### config.mk
export PLATFORM = sky130hd
export DESIGN_NAME = http_chunked_decoder_top
export DESIGN_NICKNAME = d
export VERILOG_FILES = /design/src/hw/rtl/hcd_pkg.sv /design/src/hw/rtl/http_chunked_decoder_top.sv /design/src/hw/rtl/hcd_queue.sv /design/src/hw/rtl/hcd_front.sv /design/src/hw/rtl/hcd_back.sv
export VERILOG_INCLUDE_DIRS = /design/src /design/src/hw/rtl
export SDC_FILE = /design/constraint.sdc
export NUM_CORES = 1
export LEC_CHECK = 0
export ABC_AREA = 1
export BUFFER_PORTS_ARGS = -buffer_cell sky130_fd_sc_hd__buf_2
export CORE_ASPECT_RATIO = 0.5
export CORE_MARGIN = 2
export CORE_UTILIZATION = 34
export CTS_CLUSTER_SIZE = 14
export DETAILED_ROUTE_END_ITERATION = 6
export PLACE_DENSITY_LB_ADDON = 0.05
export SLEW_MARGIN = 20
export SYNTH_ARGS = -nofsm -noshare
export SYNTH_HDL_FRONTEND = slang
export SYNTH_SLANG_ARGS = --single-unit
### constraint.sdc
create_clock -name clk -period 4.9 [get_ports clk]
set_input_delay 0.49 -clock clk [delete_from_list [all_inputs] [get_ports clk]]
set_output_delay 0.49 -clock clk [all_outputs]
set_load 0.005 [all_outputs]
### src/hw/rtl/assert_macros.svh
// ----------------------------------------------------------------------------
// assert_macros.svh
// concurrent assertion helpers clocked on clk with async reset rst_n
// ----------------------------------------------------------------------------
`ifndef ASSERT_MACROS_SVH
`define ASSERT_MACROS_SVH

// property holds at every edge outside reset
`define ASSERT_ALWAYS(label, prop, msg) \
    label: assert property (@(posedge clk) disable iff (!rst_n) (prop)) \
        else $error(msg);

// overlapping implication outside reset
`define ASSERT_IMPLY(label, cond, prop, msg) \
    label: assert property (@(posedge clk) disable iff (!rst_n) (cond) |-> (prop)) \
        else $error(msg);

// next-cycle implication outside reset
`define ASSERT_NEXT(label, cond, prop, msg) \
    label: assert property (@(posedge clk) disable iff (!rst_n) (cond) |=> (prop)) \
        else $error(msg);

`endif

### src/hw/rtl/hcd_pkg.sv
// ----------------------------------------------------------------------------
// hcd_pkg
// shared types, constants and helpers of the chunked body decoder
// ----------------------------------------------------------------------------
`default_nettype none

package hcd_pkg;

    // size field limits
    localparam int MAX_HEX_DIGITS = 16;
    localparam int DC_W           = $clog2(MAX_HEX_DIGITS + 1);
    localparam int SIZE_W         = 64;
    localparam logic [SIZE_W-1:0] SIZE_LIMIT  = 64'h7fff_ffff_ffff_ffff;
    localparam logic [SIZE_W-1:0] SHIFT_LIMIT = SIZE_LIMIT >> 4;

    // line bytes
    localparam logic [7:0] BYTE_LF = 8'h0a;
    localparam logic [7:0] BYTE_CR = 8'h0d;

    // result kind codes
    localparam logic [1:0] KIND_NONE     = 2'd0;
    localparam logic [1:0] KIND_BODY     = 2'd1;
    localparam logic [1:0] KIND_TRAILER  = 2'd2;
    localparam logic [1:0] KIND_LEFTOVER = 2'd3;

    // status codes
    localparam logic [1:0] STAT_DECODING = 2'd0;
    localparam logic [1:0] STAT_COMPLETE = 2'd1;
    localparam logic [1:0] STAT_FAILED   = 2'd2;

    // error codes
    localparam logic [1:0] ERR_NONE      = 2'd0;
    localparam logic [1:0] ERR_TOO_LONG  = 2'd1;
    localparam logic [1:0] ERR_BAD_HEX   = 2'd2;
    localparam logic [1:0] ERR_MALFORMED = 2'd3;

    // configuration register indexes
    localparam logic REG_DROP_BODY = 1'b0;
    localparam logic REG_PASS_RAW  = 1'b1;

    // result queue
    localparam int QUEUE_DEPTH = 4;
    localparam int QUEUE_AW    = $clog2(QUEUE_DEPTH);

    // parser states
    typedef enum logic [9:0] {
        ST_HEX           = 10'b00_0000_0001,
        ST_EXT           = 10'b00_0000_0010,
        ST_DATA          = 10'b00_0000_0100,
        ST_AFTER_DATA    = 10'b00_0000_1000,
        ST_TRAILER       = 10'b00_0001_0000,
        ST_TR_LF         = 10'b00_0010_0000,
        ST_TR_LINE_START = 10'b00_0100_0000,
        ST_FINAL_LF      = 10'b00_1000_0000,
        ST_DONE          = 10'b01_0000_0000,
        ST_FAILED        = 10'b10_0000_0000
    } hcd_state_t;

    // one queued result; pair marks a synthesized CR LF line end
    typedef struct packed {
        logic [7:0] data;
        logic [1:0] kind;
        logic       pair;
        logic [1:0] status;
        logic [1:0] error;
    } hcd_entry_t;

    typedef struct packed {
        logic       valid;
        logic [3:0] value;
    } hcd_hex_t;

    // ascii hex digit decode
    function automatic hcd_hex_t hex_decode(input logic [7:0] c);
        hcd_hex_t h;
        h.valid = 1'b1;
        h.value = 4'd0;
        if (c inside {[8'h30:8'h39]})
        begin
            h.value = c[3:0];
        end
        else if (c inside {[8'h41:8'h46], [8'h61:8'h66]})
        begin
            h.value = c[3:0] + 4'd9;
        end
        else
        begin
            h.valid = 1'b0;
        end
        return h;
    endfunction

endpackage

`default_nettype wire

### src/hw/rtl/http_chunked_decoder_top.sv
// ----------------------------------------------------------------------------
// http_chunked_decoder_top - chunked body decoder, one byte per transfer
// results of a byte are registered in the result queue before they are offered
// throughput: 1 byte per cycle while the queue is not full; a trailer line end is sent as CR then LF
// reset: async active low, clears parser state, config registers and queue
// ----------------------------------------------------------------------------
`default_nettype none
`include "assert_macros.svh"

module http_chunked_decoder_top (
    input  wire        clk,
    input  wire        rst_n,
    input  wire        wr_en,
    input  wire        wr_index,
    input  wire        wr_data,
    input  wire        in_valid,
    output logic       in_ready,
    input  wire [7:0]  data_byte,
    output logic       out_valid,
    input  wire        out_ready,
    output logic [7:0] out_byte,
    output logic [1:0] kind,
    output logic       last,
    output logic [1:0] status,
    output logic [1:0] error
);
    import hcd_pkg::*;

    logic       push;
    hcd_entry_t push_entry;
    logic       queue_full;
    logic       pop;
    logic       head_valid;
    hcd_entry_t head_entry;

    // parser
    hcd_front u_front (
        .clk        (clk),
        .rst_n      (rst_n),
        .wr_en      (wr_en),
        .wr_index   (wr_index),
        .wr_data    (wr_data),
        .in_valid   (in_valid),
        .in_ready   (in_ready),
        .data_byte  (data_byte),
        .queue_full (queue_full),
        .push       (push),
        .push_entry (push_entry)
    );

    // result queue
    hcd_queue u_queue (
        .clk        (clk),
        .rst_n      (rst_n),
        .push       (push),
        .push_entry (push_entry),
        .full       (queue_full),
        .pop        (pop),
        .head_valid (head_valid),
        .head_entry (head_entry)
    );

    // output sequencer
    hcd_back u_back (
        .clk        (clk),
        .rst_n      (rst_n),
        .head_valid (head_valid),
        .head_entry (head_entry),
        .pop        (pop),
        .out_valid  (out_valid),
        .out_ready  (out_ready),
        .out_byte   (out_byte),
        .kind       (kind),
        .last       (last),
        .status     (status),
        .error      (error)
    );

    // result stream checks
    `ASSERT_IMPLY(a_empty_alone, out_valid && kind == KIND_NONE, last, "kind 0 result not last")
    `ASSERT_IMPLY(a_only_cr_first, out_valid && !last, kind == KIND_TRAILER && out_byte == BYTE_CR, "non-last result is not a trailer CR")
    `ASSERT_IMPLY(a_failed_no_trailer, out_valid && status == STAT_FAILED, kind != KIND_TRAILER && kind != KIND_LEFTOVER, "trailer or leftover after failure")
    `ASSERT_NEXT(a_lf_follows, out_valid && out_ready && !last, out_valid && last && out_byte == BYTE_LF, "line end LF missing")

endmodule

`default_nettype wire

### src/hw/rtl/hcd_queue.sv
// ----------------------------------------------------------------------------
// hcd_queue
// short result queue between the parser and the output sequencer
// ----------------------------------------------------------------------------
`default_nettype none

module hcd_queue (
    input  wire                  clk,
    input  wire                  rst_n,
    input  wire                  push,
    input  hcd_pkg::hcd_entry_t  push_entry,
    output logic                 full,
    input  wire                  pop,
    output logic                 head_valid,
    output hcd_pkg::hcd_entry_t  head_entry
);
    import hcd_pkg::*;

    hcd_entry_t            slot_reg [QUEUE_DEPTH];
    logic [QUEUE_AW-1:0]   wr_ptr_reg, wr_ptr_next;
    logic [QUEUE_AW-1:0]   rd_ptr_reg, rd_ptr_next;
    logic [QUEUE_AW:0]     count_reg, count_next;

    // occupancy flags and head
    assign full       = (count_reg == (QUEUE_AW+1)'(QUEUE_DEPTH));
    assign head_valid = (count_reg != '0);
    assign head_entry = slot_reg[rd_ptr_reg];

    // pointer and count update
    always_comb
    begin
        wr_ptr_next = push ? wr_ptr_reg + QUEUE_AW'(1) : wr_ptr_reg;
        rd_ptr_next = pop  ? rd_ptr_reg + QUEUE_AW'(1) : rd_ptr_reg;
        count_next  = count_reg;
        if (push && !pop)
        begin
            count_next = count_reg + (QUEUE_AW+1)'(1);
        end
        else if (pop && !push)
        begin
            count_next = count_reg - (QUEUE_AW+1)'(1);
        end
    end

    always_ff @(posedge clk or negedge rst_n)
    begin
        if (!rst_n)
        begin
            wr_ptr_reg <= '0;
            rd_ptr_reg <= '0;
            count_reg  <= '0;
        end
        else
        begin
            wr_ptr_reg <= wr_ptr_next;
            rd_ptr_reg <= rd_ptr_next;
            count_reg  <= count_next;
        end
    end

    // slot storage
    always_ff @(posedge clk)
    begin
        if (push)
        begin
            slot_reg[wr_ptr_reg] <= push_entry;
        end
    end

endmodule

`default_nettype wire

### src/hw/rtl/hcd_front.sv
// ----------------------------------------------------------------------------
// hcd_front
// byte parser: takes one byte per transfer, tracks framing and builds results
// ----------------------------------------------------------------------------
`default_nettype none

module hcd_front (
    input  wire                  clk,
    input  wire                  rst_n,
    input  wire                  wr_en,
    input  wire                  wr_index,
    input  wire                  wr_data,
    input  wire                  in_valid,
    output logic                 in_ready,
    input  wire [7:0]            data_byte,
    input  wire                  queue_full,
    output logic                 push,
    output hcd_pkg::hcd_entry_t  push_entry
);
    import hcd_pkg::*;

    logic              drop_body_reg;
    logic              pass_raw_reg;
    hcd_state_t        state_reg, state_next;
    logic [DC_W-1:0]   dc_reg, dc_next;
    logic [SIZE_W-1:0] size_reg, size_next;
    logic              ovf_reg, ovf_next;
    logic              open_reg, open_next;
    logic [1:0]        err_reg, err_next;

    hcd_hex_t          hex;
    logic              is_lf;
    logic              is_cr;
    logic              size_zero;
    logic              size_last;
    logic              raw_emit;
    logic              dec_emit;
    hcd_entry_t        res;

    assign in_ready = !queue_full;
    assign push     = in_valid && in_ready;

    assign hex       = hex_decode(data_byte);
    assign is_lf     = (data_byte == BYTE_LF);
    assign is_cr     = (data_byte == BYTE_CR);
    assign size_zero = (size_reg == '0);
    assign size_last = (size_reg == SIZE_W'(1)) || size_zero;
    assign raw_emit  = pass_raw_reg && !drop_body_reg;
    assign dec_emit  = !pass_raw_reg && !drop_body_reg;

    // configuration registers
    always_ff @(posedge clk or negedge rst_n)
    begin
        if (!rst_n)
        begin
            drop_body_reg <= 1'b0;
            pass_raw_reg  <= 1'b0;
        end
        else if (wr_en)
        begin
            case (wr_index)
                REG_DROP_BODY: drop_body_reg <= wr_data;
                REG_PASS_RAW:  pass_raw_reg  <= wr_data;
                default:       ;
            endcase
        end
    end

    // parse one byte
    always_comb
    begin
        state_next = state_reg;
        dc_next    = dc_reg;
        size_next  = size_reg;
        ovf_next   = ovf_reg;
        open_next  = open_reg;
        err_next   = err_reg;
        res.data   = 8'd0;
        res.kind   = KIND_NONE;
        res.pair   = 1'b0;

        // raw pass-through ahead of decoding
        if (raw_emit && state_reg != ST_DONE && state_reg != ST_FAILED)
        begin
            res.data = data_byte;
            res.kind = KIND_BODY;
        end

        case (state_reg)
            ST_HEX:
            begin
                if (hex.valid)
                begin
                    if (dc_reg >= DC_W'(MAX_HEX_DIGITS))
                    begin
                        state_next = ST_FAILED;
                        err_next   = ERR_TOO_LONG;
                    end
                    else
                    begin
                        if (size_reg > SHIFT_LIMIT)
                        begin
                            ovf_next = 1'b1;
                        end
                        else
                        begin
                            size_next = {size_reg[SIZE_W-5:0], hex.value};
                        end
                        dc_next = dc_reg + DC_W'(1);
                    end
                end
                else if (dc_reg == '0 || ovf_reg)
                begin
                    state_next = ST_FAILED;
                    err_next   = ERR_BAD_HEX;
                end
                else if (is_lf)
                begin
                    state_next = size_zero ? ST_TRAILER : ST_DATA;
                end
                else
                begin
                    state_next = ST_EXT;
                end
            end
            ST_EXT:
            begin
                if (is_lf)
                begin
                    state_next = size_zero ? ST_TRAILER : ST_DATA;
                end
            end
            ST_DATA:
            begin
                if (dec_emit)
                begin
                    res.data = data_byte;
                    res.kind = KIND_BODY;
                end
                if (!size_zero)
                begin
                    size_next = size_reg - SIZE_W'(1);
                end
                if (size_last)
                begin
                    state_next = ST_AFTER_DATA;
                end
            end
            ST_AFTER_DATA:
            begin
                if (is_lf)
                begin
                    state_next = ST_HEX;
                    dc_next    = '0;
                    size_next  = '0;
                    ovf_next   = 1'b0;
                end
                else if (!is_cr)
                begin
                    state_next = ST_FAILED;
                    err_next   = ERR_MALFORMED;
                end
            end
            ST_TRAILER:
            begin
                if (is_cr || is_lf)
                begin
                    if (open_reg)
                    begin
                        if (!pass_raw_reg)
                        begin
                            res.kind = KIND_TRAILER;
                            res.pair = 1'b1;
                        end
                        open_next  = 1'b0;
                        state_next = is_cr ? ST_TR_LF : ST_TR_LINE_START;
                    end
                    else
                    begin
                        state_next = is_cr ? ST_FINAL_LF : ST_DONE;
                    end
                end
                else
                begin
                    if (!pass_raw_reg)
                    begin
                        res.data = data_byte;
                        res.kind = KIND_TRAILER;
                    end
                    open_next = 1'b1;
                end
            end
            ST_TR_LF:
            begin
                if (is_lf)
                begin
                    state_next = ST_TR_LINE_START;
                end
                else
                begin
                    state_next = ST_FAILED;
                    err_next   = ERR_MALFORMED;
                end
            end
            ST_TR_LINE_START:
            begin
                if (is_cr)
                begin
                    state_next = ST_FINAL_LF;
                end
                else if (is_lf)
                begin
                    state_next = ST_DONE;
                end
                else
                begin
                    if (!pass_raw_reg)
                    begin
                        res.data = data_byte;
                        res.kind = KIND_TRAILER;
                    end
                    open_next  = 1'b1;
                    state_next = ST_TRAILER;
                end
            end
            ST_FINAL_LF:
            begin
                if (is_lf)
                begin
                    state_next = ST_DONE;
                end
                else
                begin
                    state_next = ST_FAILED;
                    err_next   = ERR_MALFORMED;
                end
            end
            ST_DONE:
            begin
                res.data = data_byte;
                res.kind = KIND_LEFTOVER;
            end
            ST_FAILED:
            begin
            end
            default:
            begin
                state_next = ST_FAILED;
                err_next   = ERR_MALFORMED;
            end
        endcase

        // status after this byte
        case (state_next)
            ST_DONE:   res.status = STAT_COMPLETE;
            ST_FAILED: res.status = STAT_FAILED;
            default:   res.status = STAT_DECODING;
        endcase
        res.error = err_next;
    end

    assign push_entry = res;

    // parser state
    always_ff @(posedge clk or negedge rst_n)
    begin
        if (!rst_n)
        begin
            state_reg <= ST_HEX;
            dc_reg    <= '0;
            size_reg  <= '0;
            ovf_reg   <= 1'b0;
            open_reg  <= 1'b0;
            err_reg   <= ERR_NONE;
        end
        else if (push)
        begin
            state_reg <= state_next;
            dc_reg    <= dc_next;
            size_reg  <= size_next;
            ovf_reg   <= ovf_next;
            open_reg  <= open_next;
            err_reg   <= err_next;
        end
    end

endmodule

`default_nettype wire

### src/hw/rtl/hcd_back.sv
// ----------------------------------------------------------------------------
// hcd_back
// output sequencer: drives queued results, expanding line ends into CR and LF
// ----------------------------------------------------------------------------
`default_nettype none

module hcd_back (
    input  wire                  clk,
    input  wire                  rst_n,
    input  wire                  head_valid,
    input  hcd_pkg::hcd_entry_t  head_entry,
    output logic                 pop,
    output logic                 out_valid,
    input  wire                  out_ready,
    output logic [7:0]           out_byte,
    output logic [1:0]           kind,
    output logic                 last,
    output logic [1:0]           status,
    output logic [1:0]           error
);
    import hcd_pkg::*;

    // high while the LF half of a line end is on the port
    logic phase_reg, phase_next;
    logic xfer;

    assign out_valid = head_valid;
    assign xfer      = out_valid && out_ready;
    assign pop       = xfer && (!head_entry.pair || phase_reg);

    // result fields
    always_comb
    begin
        kind   = head_entry.kind;
        status = head_entry.status;
        error  = head_entry.error;
        if (head_entry.pair)
        begin
            out_byte = phase_reg ? BYTE_LF : BYTE_CR;
            last     = phase_reg;
        end
        else
        begin
            out_byte = head_entry.data;
            last     = 1'b1;
        end
    end

    // line end phase
    always_comb
    begin
        phase_next = phase_reg;
        if (xfer && head_entry.pair)
        begin
            phase_next = !phase_reg;
        end
    end

    always_ff @(posedge clk or negedge rst_n)
    begin
        if (!rst_n)
        begin
            phase_reg <= 1'b0;
        end
        else
        begin
            phase_reg <= phase_next;
        end
    end

endmodule

`default_nettype wire
==> impl_metrics.env, run 1 <==
export IMPL_run_status="finished, violations left"
export IMPL_violations="design-rule violations"
export IMPL_cts_tree="yes"
export IMPL_drc_errors=2
export IMPL_ff2ff_path_depth=12
export IMPL_drive_gt1_frac=0.0698
export IMPL_fp_row_count=44
export IMPL_yosysTopAreaCell="dfrtp_1"
export IMPL_post_cts_resized=0
export IMPL_wire_per_inst_um=16.5
export IMPL_cp_start_kind="register"
export IMPL_power_density_mw_per_mm2=395
export IMPL_grt_start_max_net_pins=61
export IMPL_syn_num_nets=1495
export IMPL_viasPerCell=5.04
export IMPL_cp_max_fo=17
export IMPL_fin_crit_sh=0.626
export IMPL_synthTopCellsByArea="dfrtp_1 23%, edfxtp_1 18%, nand2_1 18%"
export IMPL_crit_type="reg2reg"
export IMPL_finalClockSkew_ns=0.00787
export IMPL_vias=9552
export IMPL_ys_flop_type="dfrtp_1"
export IMPL_clk_pin_slew_ns=0.07
export IMPL_clock_path_buffers=2
export IMPL_cts_setup_buffers=0
export IMPL_grt_overflow=0
export IMPL_synth_cell_types=47
export IMPL_final_fill_count=3072
export IMPL_grt_usage=0.211
export IMPL_areaGrowthSynthToFinish_pct=11.6
export IMPL_r2r_start="u_queue.rd_ptr_reg[1]$_DFFE_PN0P_"
export IMPL_cts_max_level=4
export IMPL_drv_slew=0
export IMPL_antenna_left=0
export IMPL_cts_root_buf="clkbuf_16"
export IMPL_synthCells=1465
export IMPL_cts_hold_buffers=0
export IMPL_drt_iter0_drc=622
export IMPL_clk_latency_ns=0.45
export IMPL_setup_violations=0
export IMPL_hold_path_class="in2async"
export IMPL_finalPower_mw=4.43
export IMPL_fin_hold_ws_ns=0.138
export IMPL_wl_um=31300
export IMPL_ys_ff_latch=153
export IMPL_startpoint="u_queue.rd_ptr_reg[1]$_DFFE_PN0P_"
export IMPL_cts_made_buffers=17
export IMPL_grt_pass1_vias=9262
export IMPL_rsz0062_at_grt="false"
export IMPL_synth_top_cell_area_share=0.229
export IMPL_antenna_found_initial=0
export IMPL_setup_tns_ns=0
export IMPL_crit_arrival_ns=3.40
export IMPL_worst_slew_pin_slew_ns=0.901
export IMPL_syn_avg_cell_area_um2=6.86
export IMPL_io_pins=32
export IMPL_regToRegSetupSlack_ns=1.83
export IMPL_seq_area_frac_synth=0.411
export IMPL_synth_area_mm2=0.0100
export IMPL_die_x_um=247
export IMPL_yosys_warnings=0
export IMPL_core_mm2=0.0290
export IMPL_portBuffers=31
export IMPL_die_area_mm2=0.0310
export IMPL_die_h_um=126
export IMPL_clock_fmax_ghz=0.326
export IMPL_post_route_min_period_ns=3.07
export IMPL_cts_sinks=153
export IMPL_largest_register_ffs=64
export IMPL_drtPass1Iterations=7
export IMPL_globalplace_congestion=0.895
export IMPL_synthArstFlopShare=0.608
export IMPL_critPathRequiredTime_ns=5.23
export IMPL_synth_edff_count=60
export IMPL_final_nets=1522
export IMPL_r2r_end="u_queue.count_reg[2]$_DFFE_PN0P_"
export IMPL_vdd_drop_max_mv=0.222
export IMPL_grt_first_pass_wirelength_um=51000
export IMPL_n_antenna_cell=0
export IMPL_hold_viol=0
export IMPL_p_leak_nw=5.63
export IMPL_crit_path_end_kind="register"
export IMPL_cap_violations=0
export IMPL_hpwl_um=22300
export IMPL_slew_headroom=0.397
export IMPL_start_util=0.346
==> worst max path at each step <==
stage	to	depth (start not counted)	slack (ns)
6_report	u_queue.count_reg[2]$_DFFE_PN0P_	12	1.83
5_1_grt	u_queue.count_reg[2]$_DFFE_PN0P_	12	1.47
4_1_cts	u_queue.count_reg[2]$_DFFE_PN0P_	12	1.81
3_5_place_dp	u_queue.count_reg[2]$_DFFE_PN0P_	12	1.82
3_3_place_gp	u_queue.count_reg[2]$_DFFE_PN0P_	12	1.81
2_1_floorplan	u_queue.count_reg[2]$_DFFE_PN0P_	11	2.70
==> layout make-up <==
type	instances	area, um^2	area share
Tap cell	391	489	0.0436
Inverter	162	608	0.0542
Multi-Input combinational cell	1111	5110	0.455
Clock buffer	17	425	0.0379
Sequential cell	153	4130	0.368
Clock inverter	15	179	0.0160
Timing Repair Buffer	47	278	0.0248
==> metal layers <==
metal,wire length (um),track usage,up-vias
met5,0,0,-
met4,602,0.0673,0
met3,981,0.0311,34
met2,14200,0.341,164
met1,15500,0.291,4556
li1,-,-,4798
==> worst max-delay path, cell delays in order (launching register included) <==
cell,delay [ns]
dfrtp_1,0.72
inv_1,0.40
nand3_1,0.18
nand2_1,0.24
nor2_1,0.16
inv_1,0.11
nand2_1,0.15
ha_1,0.16
inv_1,0.06
fa_1,0.37
a21oi_1,0.14
o21ai_0,0.10
xor2_1,0.15
==> cells in the mapped netlist (all sizes together), types with 2 or more instances <==
| library cell | count |
|---|---|
| a31oi | 4 |
| and2 | 2 |
| nor2 | 243 |
| xnor2 | 5 |
| ha | 14 |
| inv | 161 |
| nor3 | 16 |
| a21oi | 31 |
| o21bai | 2 |
| o2111ai | 2 |
| o221ai | 2 |
| nand3b | 2 |
| buf | 21 |
| nand3 | 135 |
| nand4 | 20 |
| edfxtp | 60 |
| nand2 | 475 |
| xor2 | 22 |
| o22ai | 31 |
| dfrtp | 92 |
| o211ai | 3 |
| o21ai | 92 |
| a221o | 2 |
| clkbuf | 18 |
==> layout by cell type, fill, tap and decap left out, types with 3 or more instances in the layout <==
| cell | netlist | final |
|---|---|---|
| inv_6 | 0 | 7 |
| a31oi_1 | 4 | 4 |
| inv_2 | 5 | 5 |
| nor2_1 | 236 | 235 |
| buf_4 | 1 | 17 |
| o21ai_0 | 91 | 91 |
| a21oi_1 | 31 | 31 |
| nand4_1 | 19 | 19 |
| o22ai_1 | 29 | 29 |
| xnor2_1 | 5 | 5 |
| buf_2 | 15 | 30 |
| o211ai_1 | 3 | 3 |
| edfxtp_1 | 60 | 60 |
| inv_1 | 156 | 156 |
| xor2_1 | 22 | 22 |
| clkbuf_16 | 0 | 17 |
| ha_1 | 14 | 14 |
| nor3_1 | 12 | 12 |
| nand2_1 | 472 | 472 |
| nor2_2 | 6 | 7 |
| dfrtp_1 | 92 | 92 |
| nand3_1 | 134 | 134 |
==> per-stage QoR <==
| stage | setup slack, ns | area, um^2 | utilization | instances |
|---|---|---|---|---|
| 2_1_floorplan | 2.70 | 10000 | - | 1465 |
| 3_3_place_gp | 1.81 | 10600 | 0.366 | 1864 |
| 3_5_place_dp | 1.82 | 10600 | 0.366 | 1864 |
| 4_1_cts | 1.81 | 11200 | 0.387 | 1896 |
| 5_1_grt | 1.47 | 11200 | 0.387 | 1896 |
| 6_report | 1.83 | 11200 | 0.387 | 1896 |
==> where the power goes <==
group          internal, mW  leakage (nW)  switching [mW]
clock                 0.771         0.300           0.621
sequential             1.58          1.76           0.174
combinational         0.435          3.57           0.859
total                  2.78          5.63            1.65
==> cell families after synthesis <==
logic type,synth area share
AO/OA/AOI/OAI,0.0957
buffers and inverters,0.0810
XOR/XNOR,0.0235
AND/OR/NAND/NOR,0.369
flip-flops,0.411
adder cells (fa/ha/maj),0.0194
No activity file was read; power rests on OpenSTA's default activity.
==> run 2: changes to the inputs <==
==> constraint.sdc (replaced) <==
create_clock -name clk -period 3 [get_ports clk]
set_input_delay 0.3 -clock clk [delete_from_list [all_inputs] [get_ports clk]]
set_output_delay 0.3 -clock clk [all_outputs]
set_load 0.005 [all_outputs]
==> run 2 against run 1 <==
- clock skew grew 0.0078 ns
- combinational power grew 72%
- largest power group unchanged
- hold slack lost 0.088 ns
- the flow now finishes without violations
- final area grew 1.7%
==> impl_metrics.env, run 2 (synthesized netlist as in run 1, its figures left out) <==
export IMPL_antenna_found_initial=0
export IMPL_crit_buf_inv=1
export IMPL_cap_violations=0
export IMPL_final_fill_count=3089
export IMPL_critPathRequiredTime_ns=3.32
export IMPL_post_route_min_period_ns=2.57
export IMPL_grt_overflow=0
export IMPL_power_density_mw_per_mm2=633
export IMPL_grt_first_pass_wirelength_um=50800
export IMPL_cts_tree="yes"
export IMPL_grt_pass1_vias=9183
export IMPL_cts_max_level=4
export IMPL_portBuffers=31
export IMPL_regArea_mm2=0.00413
export IMPL_crit_arrival_ns=2.89
export IMPL_start_util=0.346
export IMPL_drive_gt1_frac=0.0811
export IMPL_antenna_left=0
export IMPL_worst_slew_pin_slew_ns=0.648
export IMPL_worstHoldStart="wr_index"
export IMPL_io_pins=32
export IMPL_post_cts_resized=0
export IMPL_clock_path_buffers=2
export IMPL_clk_pin_slew_ns=0.07
export IMPL_crit_path_end_kind="register"
export IMPL_wl_um=32000
export IMPL_setup_tns_ns=0
export IMPL_highest_layer="met4"
export IMPL_route_met2_wl_um=14600
export IMPL_setup_violations=0
export IMPL_vias=9645
export IMPL_wl_met3_um=1540
export IMPL_final_nets=1546
export IMPL_core_mm2=0.0290
export IMPL_slew_headroom=0.568
export IMPL_drtPass1Iterations=5
export IMPL_max_stage_delay_ns=0.48
export IMPL_cts_made_buffers=17
export IMPL_cts_root_buf="clkbuf_16"
export IMPL_drc_errors=0
export IMPL_viasPerCell=5.02
export IMPL_areaGrowthSynthToFinish_pct=13.5
export IMPL_run_status="finished clean"
export IMPL_vdd_drop_max_mv=0.557
export IMPL_p_leak_nw=5.74
export IMPL_fp_row_count=44
export IMPL_n_antenna_cell=0
export IMPL_fin_hold_ws_ns=0.0501
export IMPL_path_delay_family="simple AND/OR/NAND/NOR gates"
export IMPL_hpwl_um=23100
export IMPL_die_area_mm2=0.0310
export IMPL_rsz0062_at_grt="false"
export IMPL_wire_per_inst_um=16.7
export IMPL_cp_slowest_cell="nand4_1"
export IMPL_multi_input_area_mm2=0.00510
export IMPL_final_cell_mix="472 x nand2_1, 236 x nor2_1, 156 x inv_1, 134 x nand3_1, 92 x dfrtp_1"
export IMPL_met1_length_um=15500
export IMPL_cts_sinks=153
export IMPL_clk_latency_ns=0.45
export IMPL_crit_type="reg2reg"
export IMPL_cts_setup_buffers=0
export IMPL_hold_viol=0
export IMPL_path_cells="nor2_1 > nand2_4 > inv_2 > nand4_1 > nand3_1 > nand3_1 > nor2_1 > a21oi_1"
export IMPL_drt_iter0_drc=809
export IMPL_drv_slew=0
export IMPL_fin_util=0.393
export IMPL_die_x_um=247
export IMPL_grt_usage=0.212
export IMPL_fin_crit_sh=0.857
export IMPL_clock_fmax_ghz=0.389
export IMPL_cp_max_fo=12
export IMPL_finalPower_mw=7.22
export IMPL_globalplace_congestion=0.896
export IMPL_final_common_cell="nand2_1"
export IMPL_cts_hold_buffers=1
export IMPL_largest_register_ffs=64
export IMPL_hold_path_class="in2reg"
export IMPL_die_h_um=126
export IMPL_cp_start_kind="register"
export IMPL_grt_start_max_net_pins=59
export IMPL_startpoint="u_front.state_reg[4]$_DFFE_PN0P_"
export IMPL_finalClockSkew_ns=0.0157
export IMPL_r2r_start="u_front.state_reg[4]$_DFFE_PN0P_"
-- run 2: cell count changes in the layout (fill, tap and decap cells not counted), sizes merged --
| cell | previous run | this run |
|---|---|---|
| dlygate4sd3 | 0 | 1 |
| clkinvlp | 0 | 2 |
| clkbuf | 17 | 20 |
| inv | 170 | 165 |
| buf | 47 | 70 |
-- run 2: power breakdown --
part / internal, mW / switching (mW) / total, mW
sequential: 2.58 / 0.245 / 2.82
combinational: 0.756 / 1.46 / 2.22
clock: 1.24 / 0.946 / 2.18
total: 4.57 / 2.65 / 7.22
-- run 2: layout make-up --
class / instances / share of cell area
clock buffers: 20 / 0.0383
repair buffers: 71 / 0.0437
clock inverters: 12 / 0.0124
flip-flops and latches: 153 / 0.362
inverters: 162 / 0.0533
well taps: 391 / 0.0429
multi-input cells: 1111 / 0.447
-- run 2: per-stage QoR --
step           worst slack, ns  std cells  area [um^2]
2_1_floorplan            0.804       1465        10000
3_3_place_gp             0.322       1887        10800
3_5_place_dp             0.348       1887        10800
4_1_cts                  0.419       1920        11400
5_1_grt                  0.193       1920        11400
6_report                 0.430       1920        11400
-- run 2: layer usage --
| metal | vias up | GRT usage |
|---|---|---|
| met5 | - | 0 |
| met4 | 0 | 0.0432 |
| met3 | 28 | 0.0474 |
| met2 | 215 | 0.344 |
| met1 | 4551 | 0.291 |
| li1 | 4851 | - |
-- run 2: path summary, 6_finish.rpt --
kind	to	slack, ns	cells after the start
max	u_front.size_reg[0]$_DFFE_PN0P_	0.43	8
min	u_front.pass_raw_reg$_DFFE_PN0P_	0.05	2
max reg2reg	u_front.size_reg[0]$_DFFE_PN0P_	0.43	8
min reg2reg	u_front.ovf_reg$_DFFE_PN0P_	0.50	2
max in group asynchronous	u_front.state_reg[0]$_DFFE_PN1P_	1.82	3
min in group asynchronous	u_front.size_reg[53]$_DFFE_PN0P_	0.41	2
==> run 3: changes to the inputs <==
--- a/config.mk
+++ b/config.mk
@@ -14,6 +14,7 @@
 export CTS_CLUSTER_SIZE = 14
 export DETAILED_ROUTE_END_ITERATION = 6
 export PLACE_DENSITY_LB_ADDON = 0.05
+export RECOVER_POWER = 50
 export SLEW_MARGIN = 20
 export SYNTH_ARGS = -nofsm -noshare
 export SYNTH_HDL_FRONTEND = slang
==> run 3 against run 2 <==
- sequential power barely moved
- core utilization fell by 0.14 points
- largest cell class unchanged
- highest routed layer unchanged
- wire length barely moved
- via count fell by 0.35%
- cell count did not move
- total power fell by 0.18%
- fmax fell by 0.74%
- final area fell by 0.36%
- die area did not move
- first-iteration DRC count rose by 0.37%
==> impl_metrics.env, run 3 (synthesized netlist as in run 1, its figures left out) <==
export IMPL_die_h_um=126
export IMPL_critPathRequiredTime_ns=3.32
export IMPL_core_mm2=0.0290
export IMPL_wl_um=32000
export IMPL_die_area_mm2=0.0310
export IMPL_drive_gt1_frac=0.0759
export IMPL_start_util=0.346
export IMPL_n_antenna_cell=0
export IMPL_crit_buf_inv=1
export IMPL_drv_slew=0
export IMPL_setup_slack_ns=0.411
export IMPL_cts_made_buffers=17
export IMPL_grt_first_pass_wirelength_um=50800
export IMPL_cp_start_kind="register"
export IMPL_finalClockSkew_ns=0.0155
export IMPL_crit_type="reg2reg"
export IMPL_dpl_cell_area_mm2=0.0108
export IMPL_slew_headroom=0.184
export IMPL_final_nets=1546
export IMPL_grt_start_max_net_pins=59
export IMPL_antenna_left=0
export IMPL_portBuffers=31
export IMPL_globalplace_congestion=0.896
export IMPL_clk_latency_ns=0.46
export IMPL_die_x_um=247
export IMPL_areaGrowthSynthToFinish_pct=13.1
export IMPL_post_place_ws_ns=0.348
export IMPL_finalPower_mw=7.21
export IMPL_vdd_drop_max_mv=0.565
export IMPL_path_cells="nor2_1 > nand2_4 > inv_2 > nand4_1 > nand3_1 > nand3_1 > nor2_1 > a21oi_1"
export IMPL_clock_fmax_ghz=0.386
export IMPL_path_delay_family="simple AND/OR/NAND/NOR gates"
export IMPL_cts_root_buf="clkbuf_16"
export IMPL_grt_pass1_vias=9183
export IMPL_post_route_min_period_ns=2.59
export IMPL_final_cell_mix="472 x nand2_1, 237 x nor2_1, 156 x inv_1, 134 x nand3_1, 92 x dfrtp_1"
export IMPL_cp_max_fo=12
export IMPL_final_common_cell="nand2_1"
export IMPL_wire_per_inst_um=16.7
export IMPL_hpwl_um=23100
export IMPL_cap_violations=0
export IMPL_post_cts_resized=0
export IMPL_clock_path_buffers=2
export IMPL_max_stage_delay_ns=0.49
export IMPL_cts_tree="yes"
export IMPL_crit_arrival_ns=2.91
export IMPL_drt_iter0_drc=812
export IMPL_cp_slowest_cell="nand4_1"
export IMPL_setup_tns_ns=0
export IMPL_drtPass1Iterations=6
export IMPL_crit_path_end_kind="register"
export IMPL_cts_max_level=4
export IMPL_antenna_found_initial=0
export IMPL_power_density_mw_per_mm2=634
export IMPL_hold_viol=0
export IMPL_cts_sinks=153
export IMPL_fin_area_mm2=0.0114
export IMPL_fp_row_count=44
export IMPL_grt_usage=0.212
export IMPL_p_leak_nw=5.71
export IMPL_fin_crit_sh=0.863
export IMPL_viasPerCell=5.01
export IMPL_io_pins=32
export IMPL_clk_pin_slew_ns=0.07
export IMPL_worst_slew_pin_slew_ns=1.22
export IMPL_grt_overflow=0
export IMPL_largest_register_ffs=64
export IMPL_rsz0062_at_grt="false"
export IMPL_hold_path_class="in2reg"
export IMPL_setup_violations=0
export IMPL_run_status="finished clean"
export IMPL_vias=9611
export IMPL_drc_errors=0
export IMPL_regToRegSetupSlack_ns=0.41
## run 3: layout make-up
class	count	area (um^2)
Timing Repair Buffer	71	459
Tap cell	391	489
Clock buffer	20	437
Clock inverter	12	141
Multi-Input combinational cell	1111	5100
Fill cell	3100	17600
Sequential cell	153	4130
Inverter	162	608
## run 3: metrics by stage
step | instances | utilization | hold WS, ns
detailed placement | 1887 | 0.373 | 0.370
global route | 1920 | 0.392 | 0.0388
global placement | 1887 | 0.373 | 0.358
finish | 1920 | 0.392 | 0.0491
CTS | 1920 | 0.393 | 0.0306
floorplan | 1465 | - | 0.00441
## run 3: path summary, 6_finish.rpt
| path | startpoint | end | depth (start not counted) |
|---|---|---|---|
| min in group asynchronous | rst_n | u_front.size_reg[53]$_DFFE_PN0P_ | 2 |
| hold reg to reg | u_front.ovf_reg$_DFFE_PN0P_ | u_front.ovf_reg$_DFFE_PN0P_ | 2 |
| max in group asynchronous | rst_n | u_front.state_reg[6]$_DFFE_PN0P_ | 3 |
| setup reg to reg | u_front.state_reg[4]$_DFFE_PN0P_ | u_front.size_reg[0]$_DFFE_PN0P_ | 8 |
| setup / recovery | u_front.state_reg[4]$_DFFE_PN0P_ | u_front.size_reg[0]$_DFFE_PN0P_ | 8 |
| hold / removal | wr_index | u_front.pass_raw_reg$_DFFE_PN0P_ | 2 |
## run 3: power by group
group / switching (mW) / internal, mW
registers: 0.244 / 2.58
clock network: 0.950 / 1.24
logic: 1.46 / 0.734
## run 3: metal layers
layer | GRT usage | vias to the layer above | wire length [um]
met5 | 0 | - | 0
met4 | 0.0432 | 0 | 388
met3 | 0.0474 | 28 | 1510
met2 | 0.344 | 210 | 14600
met1 | 0.291 | 4529 | 15600
li1 | - | 4844 | -
## run 3: what timing repair did
item	CTS	global route
setup buffers	0	0
endpoints found under the setup margin	0	0
hold buffers	1	0
endpoints found under the hold margin	41	0
